## src/hbw_pkg.sv

```systemverilog
package hbw_pkg;

   localparam int PEER_IDX_W = 4;
   localparam int STATE_W    = 4;
   localparam int LIVES_W    = 4;
   localparam int INTERVAL_W = 16;
   localparam int TIME_W     = 32;
   localparam int MASK_W     = 16;
   localparam int CSR_IDX_W  = 2;
   localparam int CSR_DATA_W = 4;

   typedef enum logic [0:0] {
      OP_HEARTBEAT = 1'b0,
      OP_TICK      = 1'b1
   } op_type;

   // register indexes on the csr port
   localparam logic [CSR_IDX_W-1:0] CSR_LIVES    = 2'd0;
   localparam logic [CSR_IDX_W-1:0] CSR_ERR_CODE = 2'd1;
   localparam logic [CSR_IDX_W-1:0] CSR_IRQ_EN   = 2'd2;

   localparam logic [LIVES_W-1:0] LIVES_RST    = 4'd3;
   localparam logic [STATE_W-1:0] ERR_CODE_RST = 4'd15;
   localparam logic               IRQ_EN_RST   = 1'b1;

   typedef struct packed {
      logic [LIVES_W-1:0]    lives;
      logic [STATE_W-1:0]    state;
      logic [INTERVAL_W-1:0] interval;
      logic [TIME_W-1:0]     seen;
   } entry_type;

   typedef struct packed {
      logic err;
      logic dead;
   } upd_flag_type;

   localparam int ENTRY_W = $bits(entry_type);

endpackage

```

## src/hbw_if.sv

```systemverilog
interface hbw_req_if import hbw_pkg::*; ();
   logic                  valid;
   logic                  ready;
   logic                  operation;
   logic [PEER_IDX_W-1:0] peer_index;
   logic [STATE_W-1:0]    reported_state;
   logic [INTERVAL_W-1:0] interval_ticks;

   modport source (output valid, operation, peer_index, reported_state, interval_ticks,
                   input ready);
   modport sink   (input valid, operation, peer_index, reported_state, interval_ticks,
                   output ready);
endinterface

interface hbw_rsp_if import hbw_pkg::*; ();
   logic               valid;
   logic               ready;
   logic [MASK_W-1:0]  interrupt_mask;
   logic [MASK_W-1:0]  error_mask;
   logic [MASK_W-1:0]  dead_mask;
   logic               peer_known;
   logic [STATE_W-1:0] peer_state;

   modport source (output valid, interrupt_mask, error_mask, dead_mask, peer_known, peer_state,
                   input ready);
   modport sink   (input valid, interrupt_mask, error_mask, dead_mask, peer_known, peer_state,
                   output ready);
endinterface

```

## src/heartbeat_lives_watchdog.sv

```systemverilog
// heartbeat lives watchdog: tracks up to PEERS remote peers by number
// request channel (req_if): operation 0 is a heartbeat from peer_index carrying
//   reported_state and interval_ticks; operation 1 is one time tick
// response channel (rsp_if): one response per request with interrupt, error and
//   dead masks (nonzero only for ticks) and the indexed peer's known flag and state
// csr port: csr_we with csr_index/csr_wdata writes lives_on_refresh (0),
//   error_state_code (1) or interrupt_enable (2); other indexes are dropped
// sequence: a heartbeat is accepted in S_IDLE, written back in S_HB_WR and
//   handed to the response register from S_DONE; a tick sweeps all peers in
//   S_TICK before S_DONE; one request is in work at a time
// the tick sweep reads each peer entry from the table ram, updates it and writes
//   it back if valid, one entry per cycle, so the ram port pair sets the tick time
// the response sits in an output register; the next request is accepted while
//   it waits, and a finished request holds in its last step until the
//   response register is free
// reset: synchronous, clears all peer valid bits, the time counter and the control
//   flags, sets csr registers to defaults; the table ram needs no clearing pass
module heartbeat_lives_watchdog import hbw_pkg::*; #(
   parameter int PEERS = 16
) (
   input  logic                  clock,
   input  logic                  reset,
   hbw_req_if.sink               req_if,
   hbw_rsp_if.source             rsp_if,
   input  logic                  csr_we,
   input  logic [CSR_IDX_W-1:0]  csr_index,
   input  logic [CSR_DATA_W-1:0] csr_wdata
);

   localparam int IDX_W = (PEERS > 1) ? $clog2(PEERS) : 1;
   localparam int CMP_W = ((IDX_W > PEER_IDX_W) ? IDX_W : PEER_IDX_W) + 1;
   localparam logic [IDX_W-1:0] LAST_IDX = IDX_W'(PEERS - 1);

   typedef enum logic [1:0] {
      S_IDLE,
      S_HB_WR,
      S_TICK,
      S_DONE
   } state_type;

   // configuration registers
   logic [LIVES_W-1:0] lives_cfg_ff;
   logic [STATE_W-1:0] err_code_ff;
   logic               irq_en_ff;

   // control and datapath registers
   state_type             state_ff, state_in;
   logic [TIME_W-1:0]     now_ff, now_in;
   logic [PEERS-1:0]      valid_ff, valid_in;
   logic [PEER_IDX_W-1:0] idx_ff, idx_in;
   logic [STATE_W-1:0]    st_ff, st_in;
   logic [INTERVAL_W-1:0] ivl_ff, ivl_in;
   logic [IDX_W-1:0]      issue_idx_ff, issue_idx_in;
   logic                  issuing_ff, issuing_in;
   logic                  s1_valid_ff, s1_valid_in;
   logic [IDX_W-1:0]      s1_idx_ff, s1_idx_in;
   logic [MASK_W-1:0]     err_acc_ff, err_acc_in;
   logic [MASK_W-1:0]     dead_acc_ff, dead_acc_in;
   logic [STATE_W-1:0]    q_state_ff, q_state_in;

   // response register
   logic                  rsp_valid_ff, rsp_valid_in;
   logic [MASK_W-1:0]     rsp_irq_ff, rsp_irq_in;
   logic [MASK_W-1:0]     rsp_err_ff, rsp_err_in;
   logic [MASK_W-1:0]     rsp_dead_ff, rsp_dead_in;
   logic                  rsp_known_ff, rsp_known_in;
   logic [STATE_W-1:0]    rsp_state_ff, rsp_state_in;

   // table ram and update datapath
   logic               ram_we;
   logic [IDX_W-1:0]   ram_waddr;
   logic [IDX_W-1:0]   ram_raddr;
   logic [ENTRY_W-1:0] ram_wdata;
   logic [ENTRY_W-1:0] ram_rdata;
   entry_type          rd_entry;
   entry_type          upd_entry;
   upd_flag_type       upd_flag;

   logic               idx_ok;
   logic [IDX_W-1:0]   hb_addr;
   logic               peer_valid;
   logic               s1_entry_valid;
   logic [MASK_W-1:0]  mask_bit;
   logic [LIVES_W-1:0] hb_lives;
   logic               load;

   hbw_ram #(
      .WIDTH (ENTRY_W),
      .DEPTH (PEERS)
   ) u_table (
      .clock (clock),
      .we    (ram_we),
      .waddr (ram_waddr),
      .wdata (ram_wdata),
      .raddr (ram_raddr),
      .rdata (ram_rdata)
   );

   assign rd_entry = entry_type'(ram_rdata);

   hbw_upd u_upd (
      .entry_old   (rd_entry),
      .entry_valid (s1_entry_valid),
      .now_time    (now_ff),
      .err_code    (err_code_ff),
      .entry_new   (upd_entry),
      .flag        (upd_flag)
   );

   // indexed peer lookup; out of range indexes never write the table
   assign idx_ok         = CMP_W'(idx_ff) < CMP_W'(PEERS);
   assign hb_addr        = IDX_W'(idx_ff);
   assign peer_valid     = idx_ok && valid_ff[hb_addr];
   assign s1_entry_valid = valid_ff[s1_idx_ff];
   // peers beyond the mask width shift out and get no bit
   assign mask_bit       = MASK_W'(1) << s1_idx_ff;

   // heartbeat lives: a new peer always gets a refill, an error heartbeat keeps lives
   assign hb_lives = (!peer_valid || (st_ff != err_code_ff)) ? lives_cfg_ff : rd_entry.lives;

   always_comb begin
      state_in     = state_ff;
      now_in       = now_ff;
      valid_in     = valid_ff;
      idx_in       = idx_ff;
      st_in        = st_ff;
      ivl_in       = ivl_ff;
      issue_idx_in = issue_idx_ff;
      issuing_in   = issuing_ff;
      s1_valid_in  = 1'b0;
      s1_idx_in    = s1_idx_ff;
      err_acc_in   = err_acc_ff;
      dead_acc_in  = dead_acc_ff;
      q_state_in   = q_state_ff;
      ram_we       = 1'b0;
      ram_waddr    = s1_idx_ff;
      ram_wdata    = upd_entry;
      ram_raddr    = issue_idx_ff;
      req_if.ready = 1'b0;
      load         = 1'b0;

      unique case (state_ff)
         S_IDLE: begin
            req_if.ready = 1'b1;
            // heartbeat reads its entry right at acceptance
            ram_raddr    = IDX_W'(req_if.peer_index);
            if (req_if.valid) begin
               idx_in      = req_if.peer_index;
               st_in       = req_if.reported_state;
               ivl_in      = req_if.interval_ticks;
               err_acc_in  = '0;
               dead_acc_in = '0;
               q_state_in  = '0;
               if (op_type'(req_if.operation) == OP_TICK) begin
                  now_in       = now_ff + TIME_W'(1);
                  ram_raddr    = '0;
                  s1_valid_in  = 1'b1;
                  s1_idx_in    = '0;
                  issue_idx_in = IDX_W'(1);
                  issuing_in   = (PEERS > 1);
                  state_in     = S_TICK;
               end else begin
                  state_in = S_HB_WR;
               end
            end
         end
         S_HB_WR: begin
            if (idx_ok) begin
               ram_we            = 1'b1;
               ram_waddr         = hb_addr;
               ram_wdata         = {hb_lives, st_ff, ivl_ff, now_ff};
               valid_in[hb_addr] = 1'b1;
               q_state_in        = st_ff;
            end
            state_in = S_DONE;
         end
         S_TICK: begin
            // read side runs one entry ahead of the write side
            if (issuing_ff) begin
               ram_raddr    = issue_idx_ff;
               issue_idx_in = issue_idx_ff + IDX_W'(1);
               issuing_in   = (issue_idx_ff != LAST_IDX);
               s1_valid_in  = 1'b1;
               s1_idx_in    = issue_idx_ff;
            end
            if (s1_valid_ff) begin
               ram_we    = s1_entry_valid;
               ram_waddr = s1_idx_ff;
               ram_wdata = upd_entry;
               if (upd_flag.err) begin
                  err_acc_in = err_acc_ff | mask_bit;
               end
               if (upd_flag.dead) begin
                  dead_acc_in = dead_acc_ff | mask_bit;
               end
               // a tick never changes state, so grab the queried peer in passing
               if (CMP_W'(s1_idx_ff) == CMP_W'(idx_ff)) begin
                  q_state_in = rd_entry.state;
               end
               if (s1_idx_ff == LAST_IDX) begin
                  state_in = S_DONE;
               end
            end
         end
         S_DONE: begin
            if (!rsp_valid_ff || rsp_if.ready) begin
               load     = 1'b1;
               state_in = S_IDLE;
            end
         end
         default: begin
            state_in = S_IDLE;
         end
      endcase
   end

   always_comb begin
      rsp_valid_in = rsp_valid_ff;
      rsp_irq_in   = rsp_irq_ff;
      rsp_err_in   = rsp_err_ff;
      rsp_dead_in  = rsp_dead_ff;
      rsp_known_in = rsp_known_ff;
      rsp_state_in = rsp_state_ff;
      if (load) begin
         rsp_valid_in = 1'b1;
         rsp_irq_in   = irq_en_ff ? (err_acc_ff | dead_acc_ff) : '0;
         rsp_err_in   = err_acc_ff;
         rsp_dead_in  = dead_acc_ff;
         rsp_known_in = peer_valid;
         rsp_state_in = peer_valid ? q_state_ff : '0;
      end else if (rsp_if.ready) begin
         rsp_valid_in = 1'b0;
      end
   end

   always_ff @(posedge clock) begin
      if (reset) begin
         state_ff     <= S_IDLE;
         now_ff       <= '0;
         valid_ff     <= '0;
         issuing_ff   <= 1'b0;
         s1_valid_ff  <= 1'b0;
         rsp_valid_ff <= 1'b0;
      end else begin
         state_ff     <= state_in;
         now_ff       <= now_in;
         valid_ff     <= valid_in;
         issuing_ff   <= issuing_in;
         s1_valid_ff  <= s1_valid_in;
         rsp_valid_ff <= rsp_valid_in;
      end
      idx_ff       <= idx_in;
      st_ff        <= st_in;
      ivl_ff       <= ivl_in;
      issue_idx_ff <= issue_idx_in;
      s1_idx_ff    <= s1_idx_in;
      err_acc_ff   <= err_acc_in;
      dead_acc_ff  <= dead_acc_in;
      q_state_ff   <= q_state_in;
      rsp_irq_ff   <= rsp_irq_in;
      rsp_err_ff   <= rsp_err_in;
      rsp_dead_ff  <= rsp_dead_in;
      rsp_known_ff <= rsp_known_in;
      rsp_state_ff <= rsp_state_in;
   end

   // configuration registers
   always_ff @(posedge clock) begin
      if (reset) begin
         lives_cfg_ff <= LIVES_RST;
         err_code_ff  <= ERR_CODE_RST;
         irq_en_ff    <= IRQ_EN_RST;
      end else if (csr_we) begin
         unique case (csr_index)
            CSR_LIVES:    lives_cfg_ff <= LIVES_W'(csr_wdata);
            CSR_ERR_CODE: err_code_ff  <= STATE_W'(csr_wdata);
            CSR_IRQ_EN:   irq_en_ff    <= csr_wdata[0];
            default: begin
            end
         endcase
      end
   end

   assign rsp_if.valid          = rsp_valid_ff;
   assign rsp_if.interrupt_mask = rsp_irq_ff;
   assign rsp_if.error_mask     = rsp_err_ff;
   assign rsp_if.dead_mask      = rsp_dead_ff;
   assign rsp_if.peer_known     = rsp_known_ff;
   assign rsp_if.peer_state     = rsp_state_ff;

   // the table is only written by a heartbeat update or the tick sweep
   a_ram_we_phase: assert property (@(posedge clock) disable iff (reset)
      ram_we |-> (state_ff == S_HB_WR || state_ff == S_TICK))
      else $error("table write outside an update step");

   // sweep never reads the entry it is writing back
   a_sweep_no_hazard: assert property (@(posedge clock) disable iff (reset)
      (state_ff == S_TICK && issuing_ff && s1_valid_ff) |-> (issue_idx_ff != s1_idx_ff))
      else $error("sweep read and write collide on one entry");

   // sweep has drained before the response is loaded
   a_sweep_drained: assert property (@(posedge clock) disable iff (reset)
      (state_ff == S_DONE) |-> (!issuing_ff && !s1_valid_ff))
      else $error("sweep still active at completion");

   // a peer cleared for error is never also counted dead
   a_masks_disjoint: assert property (@(posedge clock) disable iff (reset)
      rsp_valid_ff |-> ((rsp_err_ff & rsp_dead_ff) == '0))
      else $error("error and dead masks overlap");

   // interrupts only come from error or dead peers
   a_irq_subset: assert property (@(posedge clock) disable iff (reset)
      rsp_valid_ff |-> ((rsp_irq_ff & ~(rsp_err_ff | rsp_dead_ff)) == '0))
      else $error("interrupt without cause");

endmodule

```

## src/hbw_ram.sv

```systemverilog
module hbw_ram #(
   parameter int WIDTH = 8,
   parameter int DEPTH = 16
) (
   input  logic                                   clock,
   input  logic                                   we,
   input  logic [((DEPTH > 1) ? $clog2(DEPTH) : 1)-1:0] waddr,
   input  logic [WIDTH-1:0]                       wdata,
   input  logic [((DEPTH > 1) ? $clog2(DEPTH) : 1)-1:0] raddr,
   output logic [WIDTH-1:0]                       rdata
);

   logic [WIDTH-1:0] mem_ff [DEPTH];
   logic [WIDTH-1:0] rdata_ff;

   always_ff @(posedge clock) begin
      if (we) begin
         mem_ff[waddr] <= wdata;
      end
      rdata_ff <= mem_ff[raddr];
   end

   assign rdata = rdata_ff;

endmodule

```

## src/hbw_upd.sv

```systemverilog
module hbw_upd import hbw_pkg::*; (
   input  entry_type          entry_old,
   input  logic               entry_valid,
   input  logic [TIME_W-1:0]  now_time,
   input  logic [STATE_W-1:0] err_code,
   output entry_type          entry_new,
   output upd_flag_type       flag
);

   logic [TIME_W-1:0] elapsed;
   logic              alive;
   logic              err_hit;
   logic              late;

   // wrap-safe age of the peer's last heartbeat
   assign elapsed = now_time - entry_old.seen;
   assign alive   = entry_valid && (entry_old.lives != '0);
   assign err_hit = alive && (entry_old.state == err_code);
   assign late    = elapsed > TIME_W'(entry_old.interval);

   always_comb begin
      entry_new = entry_old;
      flag      = '0;
      if (err_hit) begin
         entry_new.lives = '0;
         flag.err        = 1'b1;
      end else if (alive && late) begin
         entry_new.lives = entry_old.lives - LIVES_W'(1);
         entry_new.seen  = now_time;
         flag.dead       = (entry_old.lives == LIVES_W'(1));
      end
   end

endmodule
```

## src/flat_wrapper.sv

```systemverilog
// flat-port wrapper written by rule: the top's interface ports become plain ports
module heartbeat_lives_watchdog_flat import hbw_pkg::*;
#(
   parameter int PEERS = 16
)
  (clock, reset, csr_we, csr_index, csr_wdata, req_if_valid, req_if_operation, req_if_peer_index, req_if_reported_state, req_if_interval_ticks, req_if_ready, rsp_if_valid, rsp_if_interrupt_mask, rsp_if_error_mask, rsp_if_dead_mask, rsp_if_peer_known, rsp_if_peer_state, rsp_if_ready);
  hbw_req_if req_if_i ();
  hbw_rsp_if rsp_if_i ();
  input  logic clock;
  input  logic reset;
  input  logic csr_we;
  input  logic [CSR_IDX_W-1:0] csr_index;
  input  logic [CSR_DATA_W-1:0] csr_wdata;
  input wire logic [$bits(req_if_i.valid)-1:0] req_if_valid;
  input wire logic [$bits(req_if_i.operation)-1:0] req_if_operation;
  input wire logic [$bits(req_if_i.peer_index)-1:0] req_if_peer_index;
  input wire logic [$bits(req_if_i.reported_state)-1:0] req_if_reported_state;
  input wire logic [$bits(req_if_i.interval_ticks)-1:0] req_if_interval_ticks;
  output wire logic [$bits(req_if_i.ready)-1:0] req_if_ready;
  output wire logic [$bits(rsp_if_i.valid)-1:0] rsp_if_valid;
  output wire logic [$bits(rsp_if_i.interrupt_mask)-1:0] rsp_if_interrupt_mask;
  output wire logic [$bits(rsp_if_i.error_mask)-1:0] rsp_if_error_mask;
  output wire logic [$bits(rsp_if_i.dead_mask)-1:0] rsp_if_dead_mask;
  output wire logic [$bits(rsp_if_i.peer_known)-1:0] rsp_if_peer_known;
  output wire logic [$bits(rsp_if_i.peer_state)-1:0] rsp_if_peer_state;
  input wire logic [$bits(rsp_if_i.ready)-1:0] rsp_if_ready;
  assign req_if_i.valid = req_if_valid;
  assign req_if_i.operation = req_if_operation;
  assign req_if_i.peer_index = req_if_peer_index;
  assign req_if_i.reported_state = req_if_reported_state;
  assign req_if_i.interval_ticks = req_if_interval_ticks;
  assign req_if_ready = req_if_i.ready;
  assign rsp_if_valid = rsp_if_i.valid;
  assign rsp_if_interrupt_mask = rsp_if_i.interrupt_mask;
  assign rsp_if_error_mask = rsp_if_i.error_mask;
  assign rsp_if_dead_mask = rsp_if_i.dead_mask;
  assign rsp_if_peer_known = rsp_if_i.peer_known;
  assign rsp_if_peer_state = rsp_if_i.peer_state;
  assign rsp_if_i.ready = rsp_if_ready;
  heartbeat_lives_watchdog #(.PEERS(PEERS)) u_core (.clock(clock), .reset(reset), .req_if(req_if_i), .rsp_if(rsp_if_i), .csr_we(csr_we), .csr_index(csr_index), .csr_wdata(csr_wdata));
endmodule
```

## config.mk

```make
export PLATFORM = sky130hd
export DESIGN_NAME = heartbeat_lives_watchdog_flat
export DESIGN_NICKNAME = d
export VERILOG_FILES = /design/src/hbw_pkg.sv /design/src/hbw_if.sv /design/src/heartbeat_lives_watchdog.sv /design/src/hbw_ram.sv /design/src/hbw_upd.sv /design/src/flat_wrapper.sv
export SDC_FILE = /design/constraint.sdc
export NUM_CORES = 1
export LEC_CHECK = 0
export BUFFER_PORTS_ARGS = -buffer_cell sky130_fd_sc_hd__buf_2
export CAP_MARGIN = 20
export CORE_MARGIN = 3
export CORE_UTILIZATION = 58
export CTS_BUF_LIST = sky130_fd_sc_hd__clkbuf_4
export DETAILED_ROUTE_END_ITERATION = 10
export PLACE_DENSITY = 0.75
export SETUP_SLACK_MARGIN = 0.5
export SLEW_MARGIN = 30
export SYNTH_ARGS = -nofsm -noshare
export SYNTH_HDL_FRONTEND = slang
export SYNTH_SLANG_ARGS = --single-unit
```

## constraint.sdc

```tcl
create_clock -name clock -period 8.4 [get_ports clock]
set_clock_uncertainty 0.05 [all_clocks]
set_input_delay 0.42 -clock clock [delete_from_list [all_inputs] [get_ports clock]]
set_output_delay 0.42 -clock clock [all_outputs]
set_load 0.02 [all_outputs]
```

==> flow_metrics.env, run 1 <==
export IMPL_status="complete, no violations"
export IMPL_synthCells=3277
export IMPL_grt_pass1_wl_microns=175000
export IMPL_clkTransAtPathRegs_ns=0.07
export IMPL_crit_reg2reg_launch="u_core.now_ff[0]"
export IMPL_critPathRequiredTime_ns=9.08
export IMPL_die_h_microns=286
export IMPL_grt_antenna_before_repair=2
export IMPL_layout_nets=3673
export IMPL_cts_buffers=292
export IMPL_drt_pass1_iterations=6
export IMPL_synth_edf_count=1017
export IMPL_ios=91
export IMPL_synth_largest_area_cell="edfxtp_1"
export IMPL_ant_nets=0
export IMPL_numPortBuffers=90
export IMPL_drtIter0Drc=3801
export IMPL_finalHoldViolCount=0
export IMPL_grtUsageTotal_pct=28.0
export IMPL_first_global_vias=30964
export IMPL_startpoint_type="flop"
export IMPL_muxShareOfSynthArea_pct=1.89
export IMPL_period_share_pct=76.0
export IMPL_min_path_type="in2reg"
export IMPL_synth_top_family_by_area="compound AO/OA/AOI/OAI gates"
export IMPL_row_count=101
export IMPL_yosys_register_bits=1135
export IMPL_min_period_ns=6.39
export IMPL_p_per_area_nw_per_um2=348
export IMPL_async_reset_ff_share_pct=0
export IMPL_synth_compound_area_share_pct=12.8
export IMPL_grt_max_degree=184
export IMPL_wl_met3_microns=10700
export IMPL_tns_ns=0
export IMPL_setup_violations_final=0
export IMPL_end_kind="flop"
export IMPL_peakVddDrop_v=0.000302
export IMPL_final_common_cell="edfxtp_1"
export IMPL_cts_sink_count=1135
export IMPL_die_w_microns=286
export IMPL_route_met2_wl_microns=56400
export IMPL_worstSetupStartpoint="u_core.now_ff[0]"
export IMPL_min_delay_start="req_if_peer_index[0]"
export IMPL_vias_per_cell=6.32
export IMPL_vias=30502
export IMPL_area_growth_pct=13.2
export IMPL_wirelength_met1_microns=44400
export IMPL_avgSynthCellArea_sq_um=13.9
export IMPL_cap_violations=0
export IMPL_clk_path_buf_depth=4
export IMPL_drc=0
export IMPL_synth_xor_area_share_pct=1.08
export IMPL_pre_cts_slack_ns=1.83
export IMPL_holdWs_ns=0.113
export IMPL_yosysWarnings=0
export IMPL_top_layer="met4"
export IMPL_synth_adder_area_share_pct=1.56
export IMPL_clk_latency_ns=1.16
export IMPL_core_sq_um=76700
export IMPL_grt_overflow_total=0
export IMPL_ys_seq_area_share_pct=72.5
export IMPL_synth_flop_cell="edfxtp_1"
export IMPL_mappedNetlistArea_sq_um=45400
export IMPL_tritoncts="built"
export IMPL_crit_arrival_ns=7.07
export IMPL_drv_slew=0
export IMPL_synth_nets=3369
export IMPL_worst_pin_slew_ns=1.08
export IMPL_wl_per_cell_microns=23.9
export IMPL_rsz0062_at_grt="no"
export IMPL_netlist_area_leader_share_pct=67.2
export IMPL_synth_simple_gate_area_share_pct=7.56
export IMPL_finalWirelength_microns=115000
export IMPL_relSlewSlack_pct=27.1
export IMPL_setup_slack_ns=2.01
export IMPL_dieArea_sq_um=81700
export IMPL_ctsHtreeMaxLevel=5
export IMPL_fmax_mhz=157
export IMPL_dp_hpwl_microns=58000
export IMPL_drive_above_1_share_pct=18.3
export IMPL_initial_core_util_pct=59.2
export IMPL_postLayoutCoreUtil_pct=67.0
export IMPL_ys_types=78
export IMPL_path_class="reg2reg"
export IMPL_static_leakage_power_nw=17.8
export IMPL_gp_congestion=0.884
export IMPL_synth_area_top_cells="edfxtp_1 (67%), dfxtp_1 (5.2%), nand2_1 (4.6%)"
export IMPL_crit_fanout=16
export IMPL_clockRootBuffer="clkbuf_4"
export IMPL_final_cell_mix="edfxtp_1 (1,017), nand2_1 (553), clkbuf_4 (432)"
-- routing by layer --
layer  vias to the layer above  GRT usage (%)
met3                       261           5.35
li1                      13457              -
met1                     14999           36.6
met4                         0           12.1
met5                         -              0
met2                      1785           46.2
-- metrics by stage --
stage          cell area (sq um)  cells  total power, mW
2_1_floorplan              45400   3277             11.6
3_3_place_gp               46900   4241             13.0
3_5_place_dp               47000   4244             13.2
4_1_cts                    51300   4819             17.8
5_1_grt                    51400   4824             18.8
6_report                   51400   4824             17.9
-- area by class of cell --
| class | instances | area [sq um] |
|---|---|---|
| clock inverter | 72 | 385 |
| clock buffer | 432 | 3240 |
| timing repair buffer | 216 | 1710 |
| multi-input combinational | 1858 | 11600 |
| inverter | 78 | 293 |
| sequential | 1135 | 32900 |
| fill | 5243 | 25300 |
| antenna | 3 | 7.51 |
| tap | 1030 | 1290 |
-- cell families after synthesis --
| logic type | after synthesis |
|---|---|
| AND/OR/NAND/NOR | 812 |
| adder cells (fa/ha/maj) | 56 |
| buffers and inverters | 284 |
| XOR/XNOR | 56 |
| flip-flops | 1135 |
| multiplexers | 58 |
| AO/OA/AOI/OAI | 876 |
-- report_power, final --
part | internal [mW] | switching, mW | total (mW)
registers | 7.49 | 0.239 | 7.73
logic | 1.65 | 3.92 | 5.57
clock network | 2.47 | 2.13 | 4.60
-- cells in the mapped netlist, drive strengths merged, types with 3 or more instances --
cell type	count
mux4	10
a21oi	185
buf	12
nor4b	3
edfxtp	1017
clkbuf	194
dfxtp	118
nand3	28
nor2	107
nand4b	3
or3	14
a211oi	64
a2111oi	4
nand2	555
nor4	9
nand2b	12
a211o	6
a21boi	7
or4	3
o21ai	50
xnor2	14
a311oi	116
nor3b	3
xor2	42
nor2b	12
o21a	54
mux2i	13
o22ai	228
a21o	10
nand4	14
o211ai	9
a31oi	123
inv	78
and3	10
and2	16
o2111ai	3
mux2	35
ha	55
nor3	19
-- state kept, by name (all words and copies together) (netlist names), 2 cells and up --
signal and cells:
u_core.dead_acc_ff 16, u_core.err_acc_ff 16, u_core.err_code_ff 4, u_core.hb_addr 4, u_core.issue_idx_ff 4, u_core.ivl_ff 16, u_core.lives_cfg_ff 4, u_core.now_ff 32
u_core.q_state_ff 4, u_core.rsp_if.dead_mask 16, u_core.rsp_if.error_mask 16, u_core.rsp_if.interrupt_mask 16, u_core.rsp_if.peer_state 4, u_core.s1_idx_ff 4, u_core.st_ff 4, u_core.state_ff 2
u_core.u_table.mem_ff 896, u_core.u_table.rdata 56, u_core.valid_ff 16
-- worst paths after layout --
kind | cells after the start | slack, ns | end
max reg2reg | 21 | 2.01 | u_core.u_table.mem_ff[5][1]
min | 2 | 0.11 | u_core.hb_addr[0]
max | 21 | 2.01 | u_core.u_table.mem_ff[5][1]
min reg2reg | 2 | 0.38 | u_core.s1_valid_ff
-- critical path, stage by stage, from the launching register on --
cell	delay, ns
dfxtp_1	0.38
inv_1	0.12
ha_1	0.22
fa_1	0.40
nand2b_1	0.18
a21oi_1	0.23
nor2_1	0.12
o21ai_0	0.33
a21o_1	0.17
a21oi_1	0.07
xnor2_1	0.14
ha_1	0.30
nand3_1	0.12
nor4_1	0.38
a211oi_1	0.10
a221o_1	0.29
nor4_2	0.28
nand4b_1	0.14
or4_1	0.79
a21oi_4	0.22
buf_4	0.32
mux2i_2	0.70
-- repair_timing --
item	4_1_cts	5_1_grt
hold buffers	71	0
endpoints found under the hold margin	113	0
gates resized for setup	0	0
setup buffers	0	0
endpoints found under the setup margin	0	0
Power figures use the tool's default switching activity.
==> inputs of run 2 (changes only) <==
==> constraint.sdc (replaced) <==
create_clock -name clock -period 6.15 [get_ports clock]
set_clock_uncertainty 0.05 [all_clocks]
set_input_delay 0.3075 -clock clock [delete_from_list [all_inputs] [get_ports clock]]
set_output_delay 0.3075 -clock clock [all_outputs]
set_load 0.02 [all_outputs]
==> run 2 against run 1 <==
Effect of this change:
- highest routed layer unchanged
- worst hold slack better by 0.12 ns
- largest cell class unchanged
- critical path type unchanged
- combinational power grew 44%
- critical endpoint is now u_core.u_table.mem_ff[2][9]
- maximum frequency is 19% higher
- routed wire length rose by 2.8%
==> flow_metrics.env, run 2 (synthesis gave the netlist of run 1 again) <==
export IMPL_startpoint_type="flop"
export IMPL_ctsHtreeMaxLevel=5
export IMPL_period_share_pct=87.2
export IMPL_pre_cts_slack_ns=0.196
export IMPL_drive_above_1_share_pct=20.0
export IMPL_vias=30977
export IMPL_dp_cells=4256
export IMPL_clk_latency_ns=1.14
export IMPL_grt_overflow_total=0
export IMPL_grtUsageTotal_pct=28.0
export IMPL_top_register="u_core.u_table.mem_ff"
export IMPL_min_delay_start="req_if_operation"
export IMPL_drc=0
export IMPL_relSlewSlack_pct=32.1
export IMPL_rrSetupSlack_ns=0.79
export IMPL_tritoncts="built"
export IMPL_core_sq_um=76700
export IMPL_drv_slew=0
export IMPL_ant_nets=0
export IMPL_cap_violations=0
export IMPL_grt_antenna_before_repair=2
export IMPL_whs_path_depth=5
export IMPL_crit_path_top_delay_cell="or4_4"
export IMPL_layout_nets=3715
export IMPL_reg2reg_to="u_core.u_table.mem_ff[2][9]"
export IMPL_final_common_cell="edfxtp_1"
export IMPL_crit_fanout=8
export IMPL_area_growth_pct=15.1
export IMPL_cp_cell_sequence="inv_1 > ha_2 > fa_2 > nand2b_4 > a21oi_4 > nor2_1 > o21ai_2 > a21o_1 > a21oi_1 > xnor2_1 > ha_1 > nand3_2 > nor4_4 > a211oi_1 > a221o_1 > nor4_2 > nand4b_1 > or4_4 > a21oi_4 > buf_6 > clkbuf_16 > mux2_4"
export IMPL_design_area_sq_um=52300
export IMPL_tns_ns=0
export IMPL_setup_slack_ns=0.789
export IMPL_r2r_cells=22
export IMPL_crit_arrival_ns=6.11
export IMPL_critical_path_buf_inv_count=3
export IMPL_largest_reg_flops=896
export IMPL_final_cell_mix="edfxtp_1 (1,017), nand2_1 (553), clkbuf_4 (460)"
export IMPL_crit_cells=22
export IMPL_die_w_microns=286
export IMPL_clk_path_buf_depth=4
export IMPL_worstSetupStartpoint="u_core.now_ff[0]"
export IMPL_p_per_area_nw_per_um2=480
export IMPL_min_to="u_core.state_ff[0]"
export IMPL_end_kind="flop"
export IMPL_wl_per_cell_microns=24.3
export IMPL_first_global_vias=30473
export IMPL_grt_pass1_wl_microns=175000
export IMPL_critical_path_top_delay_family="simple AND/OR/NAND/NOR gates"
export IMPL_fmax_mhz=187
export IMPL_crit_reg2reg_launch="u_core.now_ff[0]"
export IMPL_clkTransAtPathRegs_ns=0.07
export IMPL_dp_hpwl_microns=58700
export IMPL_static_leakage_power_nw=18.3
export IMPL_fin_cells=4870
export IMPL_peakVddDrop_v=0.000324
export IMPL_rsz0062_at_grt="no"
export IMPL_die_h_microns=286
export IMPL_numPortBuffers=90
export IMPL_finalWirelength_microns=118000
export IMPL_row_count=101
export IMPL_crit_top_cell="a21oi_4"
export IMPL_drt_pass1_iterations=5
export IMPL_gp_congestion=0.912
export IMPL_status="complete, no violations"
export IMPL_critPathRequiredTime_ns=6.90
export IMPL_cts_sink_count=1135
export IMPL_min_path_type="in2reg"
export IMPL_setup_violations_final=0
export IMPL_clockRootBuffer="clkbuf_4"
export IMPL_vias_per_cell=6.36
export IMPL_min_period_ns=5.36
export IMPL_ios=91
export IMPL_finalHoldViolCount=0
export IMPL_cpPeakStageDelay_ns=0.60
export IMPL_holdWs_ns=0.231
export IMPL_place_area_sq_um=47200
export IMPL_initial_core_util_pct=59.2
export IMPL_cts_buffers=296
export IMPL_worst_pin_slew_ns=1.02
export IMPL_grt_max_degree=131
export IMPL_drtIter0Drc=3737
export IMPL_dieArea_sq_um=81700
export IMPL_path_class="reg2reg"
run 2: per-stage QoR:
stage | utilization (%) | total power [mW]
global route | 68.2 | 26.3
CTS | 67.6 | 24.7
floorplan | - | 15.8
global placement | 61.6 | 17.8
finish | 68.2 | 25.1
detailed placement | 61.6 | 18.1
run 2: layer usage:
metal | vias up | part of all wire (%) | GRT usage, %
li1 | 13574 | - | -
met2 | 1997 | 48 | 44.9
met4 | 0 | 2.8 | 12.3
met1 | 15132 | 39 | 38.1
met3 | 274 | 10 | 5.05
met5 | - | 0 | 0
run 2: area by class of cell:
cell class	instances	area, sq um
Clock buffer	460	3450
Antenna cell	4	10.0
Inverter	78	293
Sequential cell	1135	32900
Multi-Input combinational cell	1875	11900
Fill cell	5121	24400
Timing Repair Buffer	237	2120
Clock inverter	51	333
Tap cell	1030	1290
run 2: tightest hold or removal path, delay by kind of cell:
| kind | cells | cell delay [ns] |
|---|---|---|
| AOI/OAI and AO/OA | 2 | 0.19 |
| buffers and inverters | 2 | 0.69 |
| and+or+nand+nor | 1 | 0.10 |
run 2: timing repair:
action,CTS,global route
endpoints found under the setup margin,576,576
hold buffers,76,0
pin swaps,3,5
gates resized for setup,6,29
setup buffers,2,0
cloned,1,20
hold endpoints to repair,120,0
run 2: how the worst max path moves through the flow:
stage / endpoint / slack (ns)
3_3_place_gp: u_core.u_table.mem_ff[13][2] / 0.23
3_5_place_dp: u_core.u_table.mem_ff[12][2] / 0.20
6_report: u_core.u_table.mem_ff[2][9] / 0.79
4_1_cts: u_core.u_table.mem_ff[10][17] / 0.57
5_1_grt: u_core.u_table.mem_ff[2][9] / 0.54
2_1_floorplan: u_core.u_table.mem_ff[0][52] / 0.59
run 2: power breakdown:
group	switching (mW)	internal [mW]
logic	5.51	2.49
registers	0.350	10.2
clock network	2.91	3.60
